## src/hdl/ntv_pkg.sv

```systemverilog
// shared types, codes and helpers for the newick token validator
`default_nettype none

package ntv_pkg;

   localparam int MAX_DEPTH_DEF  = 255;
   localparam int TOKEN_REF_BITS = 16;
   localparam int REF_W          = 16;
   localparam int NODE_DEPTH_W   = 8;

   localparam logic [REF_W-1:0] REF_MASK = (TOKEN_REF_BITS >= REF_W) ?
      {REF_W{1'b1}} : REF_W'((64'd1 << TOKEN_REF_BITS) - 64'd1);

   typedef enum logic [3:0] {
      KIND_NONE    = 4'd0,
      KIND_OPEN    = 4'd1,
      KIND_CLOSE   = 4'd2,
      KIND_SYMBOL  = 4'd3,
      KIND_STRING  = 4'd4,
      KIND_NUMBER  = 4'd5,
      KIND_TAG     = 4'd6,
      KIND_COMMENT = 4'd7,
      KIND_COMMA   = 4'd8,
      KIND_SEMI    = 4'd9,
      KIND_END     = 4'd10
   } kind_type;

   typedef enum logic [2:0] {
      ACT_NONE    = 3'd0,
      ACT_LABEL   = 3'd1,
      ACT_VALUE   = 3'd2,
      ACT_TAG     = 3'd3,
      ACT_COMMENT = 3'd4,
      ACT_PUSH    = 3'd5
   } action_type;

   typedef enum logic [3:0] {
      ST_RUNNING       = 4'd0,
      ST_TREE_DONE     = 4'd1,
      ST_BAD_CHARS     = 4'd2,
      ST_REOPEN        = 4'd3,
      ST_NO_START      = 4'd4,
      ST_BAD_COMMA     = 4'd5,
      ST_EXTRA_CLOSE   = 4'd6,
      ST_BAD_CLOSE     = 4'd7,
      ST_MISSING_CLOSE = 4'd8,
      ST_BAD_SEMI      = 4'd9,
      ST_NO_SEMI       = 4'd10,
      ST_TOO_DEEP      = 4'd11
   } status_type;

   function automatic logic [15:0] kind_bit(kind_type k);
      logic [15:0] m;
      m = 16'd0;
      m[k] = 1'b1;
      return m;
   endfunction

   // allowed predecessors per token kind
   localparam logic [15:0] PRE_OPEN = kind_bit(KIND_OPEN) | kind_bit(KIND_COMMA)
                                    | kind_bit(KIND_COMMENT);
   localparam logic [15:0] PRE_NAME = kind_bit(KIND_OPEN) | kind_bit(KIND_CLOSE)
                                    | kind_bit(KIND_COMMA) | kind_bit(KIND_COMMENT);
   localparam logic [15:0] PRE_NUMBER = PRE_NAME | kind_bit(KIND_SYMBOL)
                                      | kind_bit(KIND_STRING);
   localparam logic [15:0] PRE_COMMA = PRE_NUMBER | kind_bit(KIND_NUMBER)
                                     | kind_bit(KIND_TAG);
   localparam logic [15:0] PRE_CLOSE = kind_bit(KIND_CLOSE) | kind_bit(KIND_TAG)
                                     | kind_bit(KIND_COMMENT) | kind_bit(KIND_SYMBOL)
                                     | kind_bit(KIND_STRING) | kind_bit(KIND_NUMBER)
                                     | kind_bit(KIND_COMMA);
   localparam logic [15:0] PRE_SEMI = kind_bit(KIND_CLOSE) | kind_bit(KIND_SYMBOL)
                                    | kind_bit(KIND_STRING) | kind_bit(KIND_COMMENT)
                                    | kind_bit(KIND_NUMBER) | kind_bit(KIND_TAG);

endpackage

`default_nettype wire

```

## src/hdl/newick_token_validator_unit.sv

```systemverilog
// newick token validator: per-token syntax check and node action output
// throughput: one token per cycle while rsp_stall is low, set by the combinational state update loop
// a token is registered, then decided against the tree state into the result register
// reset: synchronous, clears tree state, stream start flag and both valid flags
`default_nettype none

module newick_token_validator_unit #(
   parameter int MAX_DEPTH = ntv_pkg::MAX_DEPTH_DEF
) (
   input  wire logic                          clock,
   input  wire logic                          reset,
   input  wire logic                          req_valid,
   output logic                               req_stall,
   input  wire logic [3:0]                    req_token_kind,
   input  wire logic [ntv_pkg::REF_W-1:0]     req_token_ref,
   output logic                               rsp_valid,
   input  wire logic                          rsp_stall,
   output logic [2:0]                         rsp_action,
   output logic [ntv_pkg::NODE_DEPTH_W-1:0]   rsp_node_depth,
   output logic                               rsp_node_is_leaf,
   output logic [ntv_pkg::REF_W-1:0]          rsp_value_ref,
   output logic [3:0]                         rsp_status
);

   localparam int DEPTH_W = $clog2(MAX_DEPTH + 1);
   localparam logic [DEPTH_W-1:0] DEPTH_LIMIT = DEPTH_W'(MAX_DEPTH);

   // input register
   logic                        in_valid_ff, in_valid_in;
   logic [3:0]                  kind_ff;
   logic [ntv_pkg::REF_W-1:0]   ref_ff;

   // tree state
   logic [DEPTH_W-1:0]                nest_ff, nest_in;
   ntv_pkg::kind_type                 prev_ff, prev_in;
   ntv_pkg::kind_type                 lnc_ff, lnc_in;
   logic                              closed_ff, closed_in;
   logic                              node_open_ff, node_open_in;
   logic [ntv_pkg::NODE_DEPTH_W-1:0]  node_depth_ff, node_depth_in;
   logic                              node_leaf_ff, node_leaf_in;
   logic                              stream_ff, stream_in;
   logic                              tree_ff, tree_in;

   // result register
   logic                              out_valid_ff;
   ntv_pkg::action_type               act_ff, act_in;
   logic [ntv_pkg::NODE_DEPTH_W-1:0]  odepth_ff, odepth_in;
   logic                              oleaf_ff, oleaf_in;
   logic [ntv_pkg::REF_W-1:0]         oref_ff, oref_in;
   ntv_pkg::status_type               stat_ff, stat_in;

   logic                              out_free, advance, req_take;
   ntv_pkg::kind_type                 kind;
   logic [ntv_pkg::REF_W-1:0]         tref;
   logic                              fail;
   logic                              clear;
   logic [ntv_pkg::NODE_DEPTH_W-1:0]  cur_depth;
   logic                              cur_leaf;

   assign out_free  = !out_valid_ff || !rsp_stall;
   assign advance   = in_valid_ff && out_free;
   assign req_stall = in_valid_ff && !out_free;
   assign req_take  = req_valid && !req_stall;

   always_comb begin
      if (req_take) begin
         in_valid_in = 1'b1;
      end else if (advance) begin
         in_valid_in = 1'b0;
      end else begin
         in_valid_in = in_valid_ff;
      end
   end

   assign kind = ntv_pkg::kind_type'(kind_ff);
   assign tref = ref_ff & ntv_pkg::REF_MASK;

   always_comb begin
      nest_in       = nest_ff;
      prev_in       = prev_ff;
      lnc_in        = lnc_ff;
      closed_in     = closed_ff;
      node_open_in  = node_open_ff;
      node_depth_in = node_depth_ff;
      node_leaf_in  = node_leaf_ff;
      stream_in     = stream_ff;
      tree_in       = tree_ff;
      act_in        = ntv_pkg::ACT_NONE;
      odepth_in     = '0;
      oleaf_in      = 1'b0;
      oref_in       = '0;
      stat_in       = ntv_pkg::ST_RUNNING;
      fail          = 1'b0;
      clear         = 1'b0;
      cur_depth     = node_open_ff ? node_depth_ff : ntv_pkg::NODE_DEPTH_W'(nest_ff);
      cur_leaf      = node_open_ff ? node_leaf_ff :
                      (lnc_ff == ntv_pkg::KIND_OPEN || lnc_ff == ntv_pkg::KIND_COMMA);

      if (kind == ntv_pkg::KIND_END) begin
         stat_in   = tree_ff ? ntv_pkg::ST_NO_SEMI : ntv_pkg::ST_RUNNING;
         clear     = 1'b1;
         stream_in = 1'b0;
      end else begin
         stream_in = 1'b1;
         if (kind == ntv_pkg::KIND_NONE || kind_ff > 4'(ntv_pkg::KIND_END)) begin
            fail    = 1'b1;
            stat_in = ntv_pkg::ST_BAD_CHARS;
         end else if (kind == ntv_pkg::KIND_OPEN) begin
            if (tree_ff && !ntv_pkg::PRE_OPEN[prev_ff]) begin
               fail    = 1'b1;
               stat_in = ntv_pkg::ST_BAD_CHARS;
            end else if (closed_ff) begin
               fail    = 1'b1;
               stat_in = ntv_pkg::ST_REOPEN;
            end else if (nest_ff >= DEPTH_LIMIT) begin
               fail    = 1'b1;
               stat_in = ntv_pkg::ST_TOO_DEEP;
            end else begin
               nest_in = nest_ff + DEPTH_W'(1);
               prev_in = ntv_pkg::KIND_OPEN;
               lnc_in  = ntv_pkg::KIND_OPEN;
               tree_in = 1'b1;
            end
         end else if (!tree_ff) begin
            if (kind == ntv_pkg::KIND_COMMENT) begin
               // leading comment of a stream counts as the tree's previous token
               if (!stream_ff) begin
                  tree_in = 1'b1;
                  prev_in = ntv_pkg::KIND_COMMENT;
               end
            end else begin
               fail    = 1'b1;
               stat_in = ntv_pkg::ST_NO_START;
            end
         end else begin
            case (kind)
               ntv_pkg::KIND_SYMBOL, ntv_pkg::KIND_STRING: begin
                  if (!ntv_pkg::PRE_NAME[prev_ff]) begin
                     fail    = 1'b1;
                     stat_in = ntv_pkg::ST_BAD_CHARS;
                  end else begin
                     act_in = ntv_pkg::ACT_LABEL;
                  end
               end
               ntv_pkg::KIND_NUMBER: begin
                  if (!ntv_pkg::PRE_NUMBER[prev_ff]) begin
                     fail    = 1'b1;
                     stat_in = ntv_pkg::ST_BAD_CHARS;
                  end else begin
                     act_in = ntv_pkg::ACT_VALUE;
                  end
               end
               ntv_pkg::KIND_TAG: begin
                  act_in = ntv_pkg::ACT_TAG;
               end
               ntv_pkg::KIND_COMMENT: begin
                  act_in = ntv_pkg::ACT_COMMENT;
               end
               ntv_pkg::KIND_COMMA: begin
                  if (!ntv_pkg::PRE_COMMA[prev_ff]) begin
                     fail    = 1'b1;
                     stat_in = ntv_pkg::ST_BAD_COMMA;
                  end else begin
                     act_in = ntv_pkg::ACT_PUSH;
                  end
               end
               ntv_pkg::KIND_CLOSE: begin
                  if (nest_ff == '0) begin
                     fail    = 1'b1;
                     stat_in = ntv_pkg::ST_EXTRA_CLOSE;
                  end else if (!ntv_pkg::PRE_CLOSE[prev_ff]) begin
                     fail    = 1'b1;
                     stat_in = ntv_pkg::ST_BAD_CLOSE;
                  end else begin
                     act_in    = ntv_pkg::ACT_PUSH;
                     nest_in   = nest_ff - DEPTH_W'(1);
                     closed_in = (nest_ff == DEPTH_W'(1)) ? 1'b1 : closed_ff;
                  end
               end
               ntv_pkg::KIND_SEMI: begin
                  if (nest_ff != '0) begin
                     fail    = 1'b1;
                     stat_in = ntv_pkg::ST_MISSING_CLOSE;
                  end else if (!ntv_pkg::PRE_SEMI[prev_ff]) begin
                     fail    = 1'b1;
                     stat_in = ntv_pkg::ST_BAD_SEMI;
                  end else begin
                     act_in  = ntv_pkg::ACT_PUSH;
                     stat_in = ntv_pkg::ST_TREE_DONE;
                     clear   = 1'b1;
                  end
               end
               default: begin
                  fail    = 1'b1;
                  stat_in = ntv_pkg::ST_BAD_CHARS;
               end
            endcase

            if (!fail) begin
               odepth_in = cur_depth;
               oleaf_in  = cur_leaf;
               prev_in   = kind;
               if (kind != ntv_pkg::KIND_COMMENT) begin
                  lnc_in = kind;
               end
               if (act_in == ntv_pkg::ACT_PUSH) begin
                  node_open_in  = 1'b0;
                  node_depth_in = '0;
                  node_leaf_in  = 1'b0;
               end else begin
                  oref_in       = tref;
                  node_open_in  = 1'b1;
                  node_depth_in = cur_depth;
                  node_leaf_in  = cur_leaf;
               end
            end
         end
      end

      if (fail) begin
         act_in    = ntv_pkg::ACT_NONE;
         odepth_in = '0;
         oleaf_in  = 1'b0;
         oref_in   = '0;
         clear     = 1'b1;
      end

      if (clear) begin
         nest_in       = '0;
         prev_in       = ntv_pkg::KIND_NONE;
         lnc_in        = ntv_pkg::KIND_NONE;
         closed_in     = 1'b0;
         node_open_in  = 1'b0;
         node_depth_in = '0;
         node_leaf_in  = 1'b0;
         tree_in       = 1'b0;
      end
   end

   always_ff @(posedge clock) begin
      if (reset) begin
         in_valid_ff   <= 1'b0;
         out_valid_ff  <= 1'b0;
         nest_ff       <= '0;
         prev_ff       <= ntv_pkg::KIND_NONE;
         lnc_ff        <= ntv_pkg::KIND_NONE;
         closed_ff     <= 1'b0;
         node_open_ff  <= 1'b0;
         node_depth_ff <= '0;
         node_leaf_ff  <= 1'b0;
         stream_ff     <= 1'b0;
         tree_ff       <= 1'b0;
      end else begin
         in_valid_ff <= in_valid_in;
         if (advance) begin
            out_valid_ff  <= 1'b1;
            nest_ff       <= nest_in;
            prev_ff       <= prev_in;
            lnc_ff        <= lnc_in;
            closed_ff     <= closed_in;
            node_open_ff  <= node_open_in;
            node_depth_ff <= node_depth_in;
            node_leaf_ff  <= node_leaf_in;
            stream_ff     <= stream_in;
            tree_ff       <= tree_in;
         end else if (!rsp_stall) begin
            out_valid_ff <= 1'b0;
         end
      end
   end

   // payload registers
   always_ff @(posedge clock) begin
      if (req_take) begin
         kind_ff <= req_token_kind;
         ref_ff  <= req_token_ref;
      end
      if (advance) begin
         act_ff    <= act_in;
         odepth_ff <= odepth_in;
         oleaf_ff  <= oleaf_in;
         oref_ff   <= oref_in;
         stat_ff   <= stat_in;
      end
   end

   assign rsp_valid        = out_valid_ff;
   assign rsp_action       = act_ff;
   assign rsp_node_depth   = odepth_ff;
   assign rsp_node_is_leaf = oleaf_ff;
   assign rsp_value_ref    = oref_ff;
   assign rsp_status       = stat_ff;

endmodule

`default_nettype wire
```

## config.mk

```make
export PLATFORM = sky130hd
export DESIGN_NAME = newick_token_validator_unit
export DESIGN_NICKNAME = d
export VERILOG_FILES = /design/src/hdl/ntv_pkg.sv /design/src/hdl/newick_token_validator_unit.sv
export SDC_FILE = /design/constraint.sdc
export NUM_CORES = 1
export LEC_CHECK = 0
export ABC_AREA = 1
export ABC_CLOCK_PERIOD_IN_PS = 2900
export BUFFER_PORTS_ARGS = -buffer_cell sky130_fd_sc_hd__clkbuf_2
export CAP_MARGIN = 20
export CELL_PAD_IN_SITES_DETAIL_PLACEMENT = 0
export CELL_PAD_IN_SITES_GLOBAL_PLACEMENT = 1
export CORE_UTILIZATION = 44
export DETAILED_ROUTE_END_ITERATION = 7
export PLACE_DENSITY = 0.9
export REMOVE_ABC_BUFFERS = 1
export SETUP_SLACK_MARGIN = 0.1
export SYNTH_ARGS = -nofsm -noshare
export SYNTH_HDL_FRONTEND = slang
export SYNTH_SLANG_ARGS = --single-unit
```

## constraint.sdc

```tcl
create_clock -name clock -period 2.9 [get_ports clock]
set_clock_uncertainty 0.15 [all_clocks]
set_input_delay 0.145 -clock clock [delete_from_list [all_inputs] [get_ports clock]]
set_output_delay 0.145 -clock clock [all_outputs]
set_load 0.02 [all_outputs]
```

**Word level (Yosys, flattened, before mapping)**

Memories as Yosys holds them, arrays and structs flattened. A register that Yosys moved wholly into a read port is not among the register bits.
Index checks and enable logic that the tools add are counted.

- Register bits after elaboration: 83
- Memory bits (read-only): 96
- Input bits: 24
- Logic and storage cells: 245
- Memories kept: 6

- Add/sub/neg operators: 2
- Order comparisons: 3
- Equal/unequal tests: 28
- Multiplexer cells: 151
- Bitwise logic cells: 1
- Reduce and logical (&&, ||, !) cells: 36

Memory list:

| name | words | bits a word | rd ports | clocked after Yosys merged registers in | write ports | RTL line | text |
|---|---|---|---|---|---|---|---|
| (no name shown) | 16 | 1 | 1 | 1 | 0 | newick_token_validator_unit.sv:184 | `end else if (!ntv_pkg::PRE_SEMI[prev_ff]) begin` |
| (no name shown) | 16 | 1 | 1 | 1 | 0 | newick_token_validator_unit.sv:171 | `end else if (!ntv_pkg::PRE_CLOSE[prev_ff]) begin` |
| (no name shown) | 16 | 1 | 1 | 1 | 0 | newick_token_validator_unit.sv:160 | `if (!ntv_pkg::PRE_COMMA[prev_ff]) begin` |
| (no name shown) | 16 | 1 | 1 | 1 | 0 | newick_token_validator_unit.sv:146 | `if (!ntv_pkg::PRE_NUMBER[prev_ff]) begin` |
| (no name shown) | 16 | 1 | 1 | 1 | 0 | newick_token_validator_unit.sv:138 | `if (!ntv_pkg::PRE_NAME[prev_ff]) begin` |
| (no name shown) | 16 | 1 | 1 | 1 | 0 | newick_token_validator_unit.sv:109 | `if (tree_ff && !ntv_pkg::PRE_OPEN[prev_ff]) begin` |

Operator list:

| operator | number |
|---|---|
| 4-bit 2-to-1 mux | 40 |
| 8-bit 2-to-1 mux | 19 |
| 1-bit 2-to-1 mux | 73 |
| 3-bit 2-to-1 mux | 13 |
| 9-bit AND reduction | 3 |
| 4-bit case mux with 6 select lines | 1 |
| 3-bit case mux with 7 select lines | 1 |
| 4-bit by 3-bit equality test with 1-bit output, second input constant | 4 |
| 4-bit equality test, second input constant | 4 |
| 3-bit inequality test, second input constant | 5 |
| 6-bit AND reduction | 2 |
| 3-bit nonzero test | 4 |
| 2-bit inequality test, second input constant | 5 |
| 10-bit AND reduction | 1 |
| 2-bit nonzero test | 5 |
| 8-bit by 1-bit adder with 8-bit output, second input constant | 1 |
| 4-bit by 1-bit equality test with 1-bit output, second input constant | 2 |
| 4-bit by 2-bit equality test with 1-bit output, second input constant | 2 |
| 8-bit by 1-bit equality test with 1-bit output, second input constant | 1 |
| 8-bit >= comparator, second input constant | 1 |
| 8-bit logical NOT | 1 |
| 8-bit nonzero test | 1 |
| 8-bit by 1-bit subtractor with 8-bit output, second input constant | 1 |
| 7-bit OR reduction | 1 |
| 18 further kinds | 30 |

**Logic depth before layout (Yosys ltp)**

- Depth in word-level cells: 18
- Gate-level depth with buffers: 22
- Mapped depth without buffers: 22

**Worst setup path before layout**

OpenSTA, ideal clock, no wires.

- Path kind: reg-to-reg
- Start: reg nest_ff[0]
- End: reg with a tool-made name
- Data arrival time: 2.410 ns
- Setup slack: 0.226 ns
- Cell stages (with the launch flop): 23
- Path through: dfxtp_1 inv_1 ha_1 nand2_2 nor2_4 nor2_2 nor2_4 nor2_4 nand2_2 nand2_4 nand3_4 inv_6 nand2_1 nand2_1 nand2_1 nor2_1 inv_1 ha_1 inv_1 nand4_1 nand2_1 nand2_1 nand2_1

RTL lines:

| what | RTL line | text |
|---|---|---|
| start: declaration | newick_token_validator_unit.sv:34 | `logic [DEPTH_W-1:0] nest_ff, nest_in;` |
| start signal: assignment | newick_token_validator_unit.sv:257 | `nest_ff <= nest_in;` |

==> results.json <==
{
  "status": "completed",
  "cp-start-kind": "register",
  "leakage_nw": 2.193,
  "max_freq_mhz": 367.8,
  "period_needed_ns": 2.719,
  "setup_total_negative_slack_ns": 0,
  "finalCritPeriodShare_pct": 93.75,
  "cellPowerDensity_mw_per_mm2": 497.5,
  "vias": 3298,
  "synth_seq_cells": 89,
  "layout_commonest_cell": "nand2_1",
  "grt_antenna_before_repair": 0,
  "io-pin-count": 58,
  "final_nets": 580,
  "synth_top_area_share_pct": 37.37,
  "hold_viol_final": 0,
  "drt_pass1_iterations": 4,
  "drc_errors": 0,
  "whs_ns": 0.07186,
  "core.rowCount": 35,
  "worst_pin_slew_ns": 0.7909,
  "syn_inst": 438,
  "yosysSeqAreaShare_pct": 55.09,
  "synth_cell_type_count": 45,
  "synth_top_area_cell": "edfxtp_1",
  "die_h_um": 99.46,
  "netlist_area_mm2": 0.004179,
  "maxCapViolations": 0,
  "syn_area_per_cell_um2": 9.541,
  "final-max-slew-violation-count": 0,
  "wl_per_cell_um": 13.47,
  "worst_setup_path_end_kind": "register",
  "drt_iter0_drc": 234,
  "required_ns": 3.05,
  "clkTransAtPathRegs_ns": 0.09,
  "clk_path_buf_depth": 2,
  "numCtsBuffers": 9,
  "synthToLayoutAreaGrowth_pct": 27.04,
  "dpl.hpwl_um": 6355,
  "hold_class": "input pin to register",
  "relSlewSlack_pct": 47.22,
  "wl_um": 9213,
  "yosys_warnings": 0,
  "synth.area.top_cells": "edfxtp_1, dfxtp_1, nand2_1",
  "rsz0062_at_grt": "true",
  "cts_tree": "done",
  "ant_nets": 0,
  "p_sw_share_pct": 28.55,
  "grt_pass1_wl_um": 14570,
  "grt.total_usage_pct": 18.99,
  "clkSinkCount": 89,
  "combPwrFrac_pct": 15.7,
  "viasPerCell": 4.822,
  "arrival_ns": 2.87,
  "pwr-share-seq_pct": 54.7,
  "worstSetupPathType": "register to register",
  "grt_overflow": 0,
  "start_util_pct": 45.23,
  "n_antenna_cell": 0,
  "pwr-share-clk_pct": 29.5,
  "fill_cells": 799,
  "clk_latency_ns": 0.36,
  "p_sw_w": 0.0007541,
  "root_buffer": "clkbuf_8",
  "grt_pass1_vias": 3103,
  "crit_fanout": 4,
  "place_congestion": 0.9646,
  "ctsHtreeMaxLevel": 3,
  "core_region_area_mm2": 0.009240,
  "grt_max_degree": 27,
  "layout_common_cells": "nand2_1, clkbuf_2, nor2_1, edfxtp_1, inv_1",
  "fp.dieW_um": 99.46,
  "p_int_w": 0.001887,
  "io_buffer_count": 57,
  "final_layout_size_suffix_gt1_share_pct": 34.23,
  "fp.dieArea_mm2": 0.009891,
  "peakVddDrop_uv": 260.2,
  "setup_violations": 0
}
## worst paths after layout
| kind | start | cells past startpoint | slack, ns | to |
|---|---|---|---|---|
| min | reset | 4 | 0.07 | lnc_ff[2]$_SDFFE_PP0P_ |
| min reg2reg | lnc_ff[2]$_SDFFE_PP0P_ | 2 | 0.30 | lnc_ff[2]$_SDFFE_PP0P_ |
| max reg2reg | kind[2]$_DFFE_PP_ | 19 | 0.18 | register |
| max | kind[2]$_DFFE_PP_ | 19 | 0.18 | register |
## Yosys cell counts, drive strengths merged
cell    count
a31oi       2
dfxtp      37
edfxtp     52
o21ai      23
o21bai      1
a21oi      28
buf         1
ha          6
or2        11
o311ai      1
clkbuf      6
a31o        1
nand2     100
nor3b       1
nor2       70
nand4       6
a32oi       1
o211ai      3
nand3      15
o21a        2
inv        61
nor4        1
mux2i       1
a21boi      2
nor3        1
xor2        4
o221ai      1
## cell families (layout without fill, tap and decap cells)
| family | after synthesis | count (layout) | share of synthesized area (%) |
|---|---|---|---|
| AO/OA/AOI/OAI | 65 | 65 | 11.32 |
| XOR/XNOR | 4 | 4 | 0.8382 |
| adder cells (fa/ha/maj) | 6 | 6 | 1.796 |
| buffers and inverters | 68 | 185 | 6.587 |
| flip-flops | 89 | 89 | 55.09 |
| multiplexers | 1 | 1 | 0.2395 |
| AND/OR/NAND/NOR | 205 | 205 | 24.13 |
## power groups by stage
stage | clock [W] | combinational (W) | sequential (W)
6_report | 0.000780 | 0.000416 | 0.00145
5_1_grt | 0.000841 | 0.000458 | 0.00145
4_1_cts | 0.000793 | 0.000370 | 0.00144
3_5_place_dp | 0 | 0.000340 | 0.00147
3_3_place_gp | 0 | 0.000334 | 0.00147
2_1_floorplan | 0 | 0.000215 | 0.00149
## repair_timing
action                                  CTS  global route
hold buffers                             22             0
buffers inserted                          3            18
endpoints found under the hold margin    22             0
gates resized for setup                   3            29
endpoints found under the setup margin    3             5
pin swaps                                 1            20
## through the flow
stage / instance area (um^2) / power (W) / instances / setup WS [ns] / utilization [%]
final: 5309 / 0.002641 / 684 / 0.1812 / 57.45
after CTS: 5067 / 0.002606 / 666 / 0.1072 / 54.84
after floorplan: 4138 / 0.001706 / 431 / 0.1320 / -
after global routing: 5309 / 0.002752 / 684 / 0.008365 / 57.45
after global placement: 4644 / 0.001804 / 625 / 0.1619 / 50.26
after detailed placement: 4644 / 0.001812 / 625 / 0.002311 / 50.26
## critical path, cell delays in order (launching register included)
cell and delay (ns):
edfxtp_1 0.52, inv_2 0.14, nand2_4 0.08, nand2_2 0.07
nand2_2 0.05, nand2_2 0.08, nand3_2 0.09, nor2_4 0.13
nand2_2 0.08, nand2_4 0.10, nand4_4 0.13, o21bai_4 0.20
inv_2 0.09, o21ai_4 0.24, ha_4 0.24, inv_2 0.04
nand4_1 0.07, nand2_1 0.08, nand2_1 0.05, nand2_1 0.05
## registers in the layout, summed over array words and instances, names as in the netlist, 4 cells and up, named ones only
| register | cells |
|---|---|
| ref_ff | 16 |
| rsp_node_depth | 8 |
| lnc_ff | 4 |
| kind | 4 |
| nest_ff | 8 |
| prev_ff | 4 |
| rsp_status | 4 |
| rsp_value_ref | 16 |
| node_depth_ff | 8 |
## layer usage
metal	global-route usage (%)	part of all wire, %	vias up
li1	-	-	1651
met1	23.81	44	1550
met2	32.91	50	78
met3	4.076	3.9	19
met4	5.656	1.9	0
met5	0	0	-
## cell type report
| class | instances | area (um^2) | area share (%) |
|---|---|---|---|
| sequential | 89 | 2305 | 43.41 |
| multi-input combinational | 281 | 1699 | 32.01 |
| timing repair buffer | 108 | 734.5 | 13.83 |
| inverter | 61 | 234.0 | 4.407 |
| tap | 129 | 161.4 | 3.040 |
| clock buffer | 9 | 123.9 | 2.333 |
| clock inverter | 7 | 51.30 | 0.9663 |
Note: power is estimated with default switching activity, not from simulation.
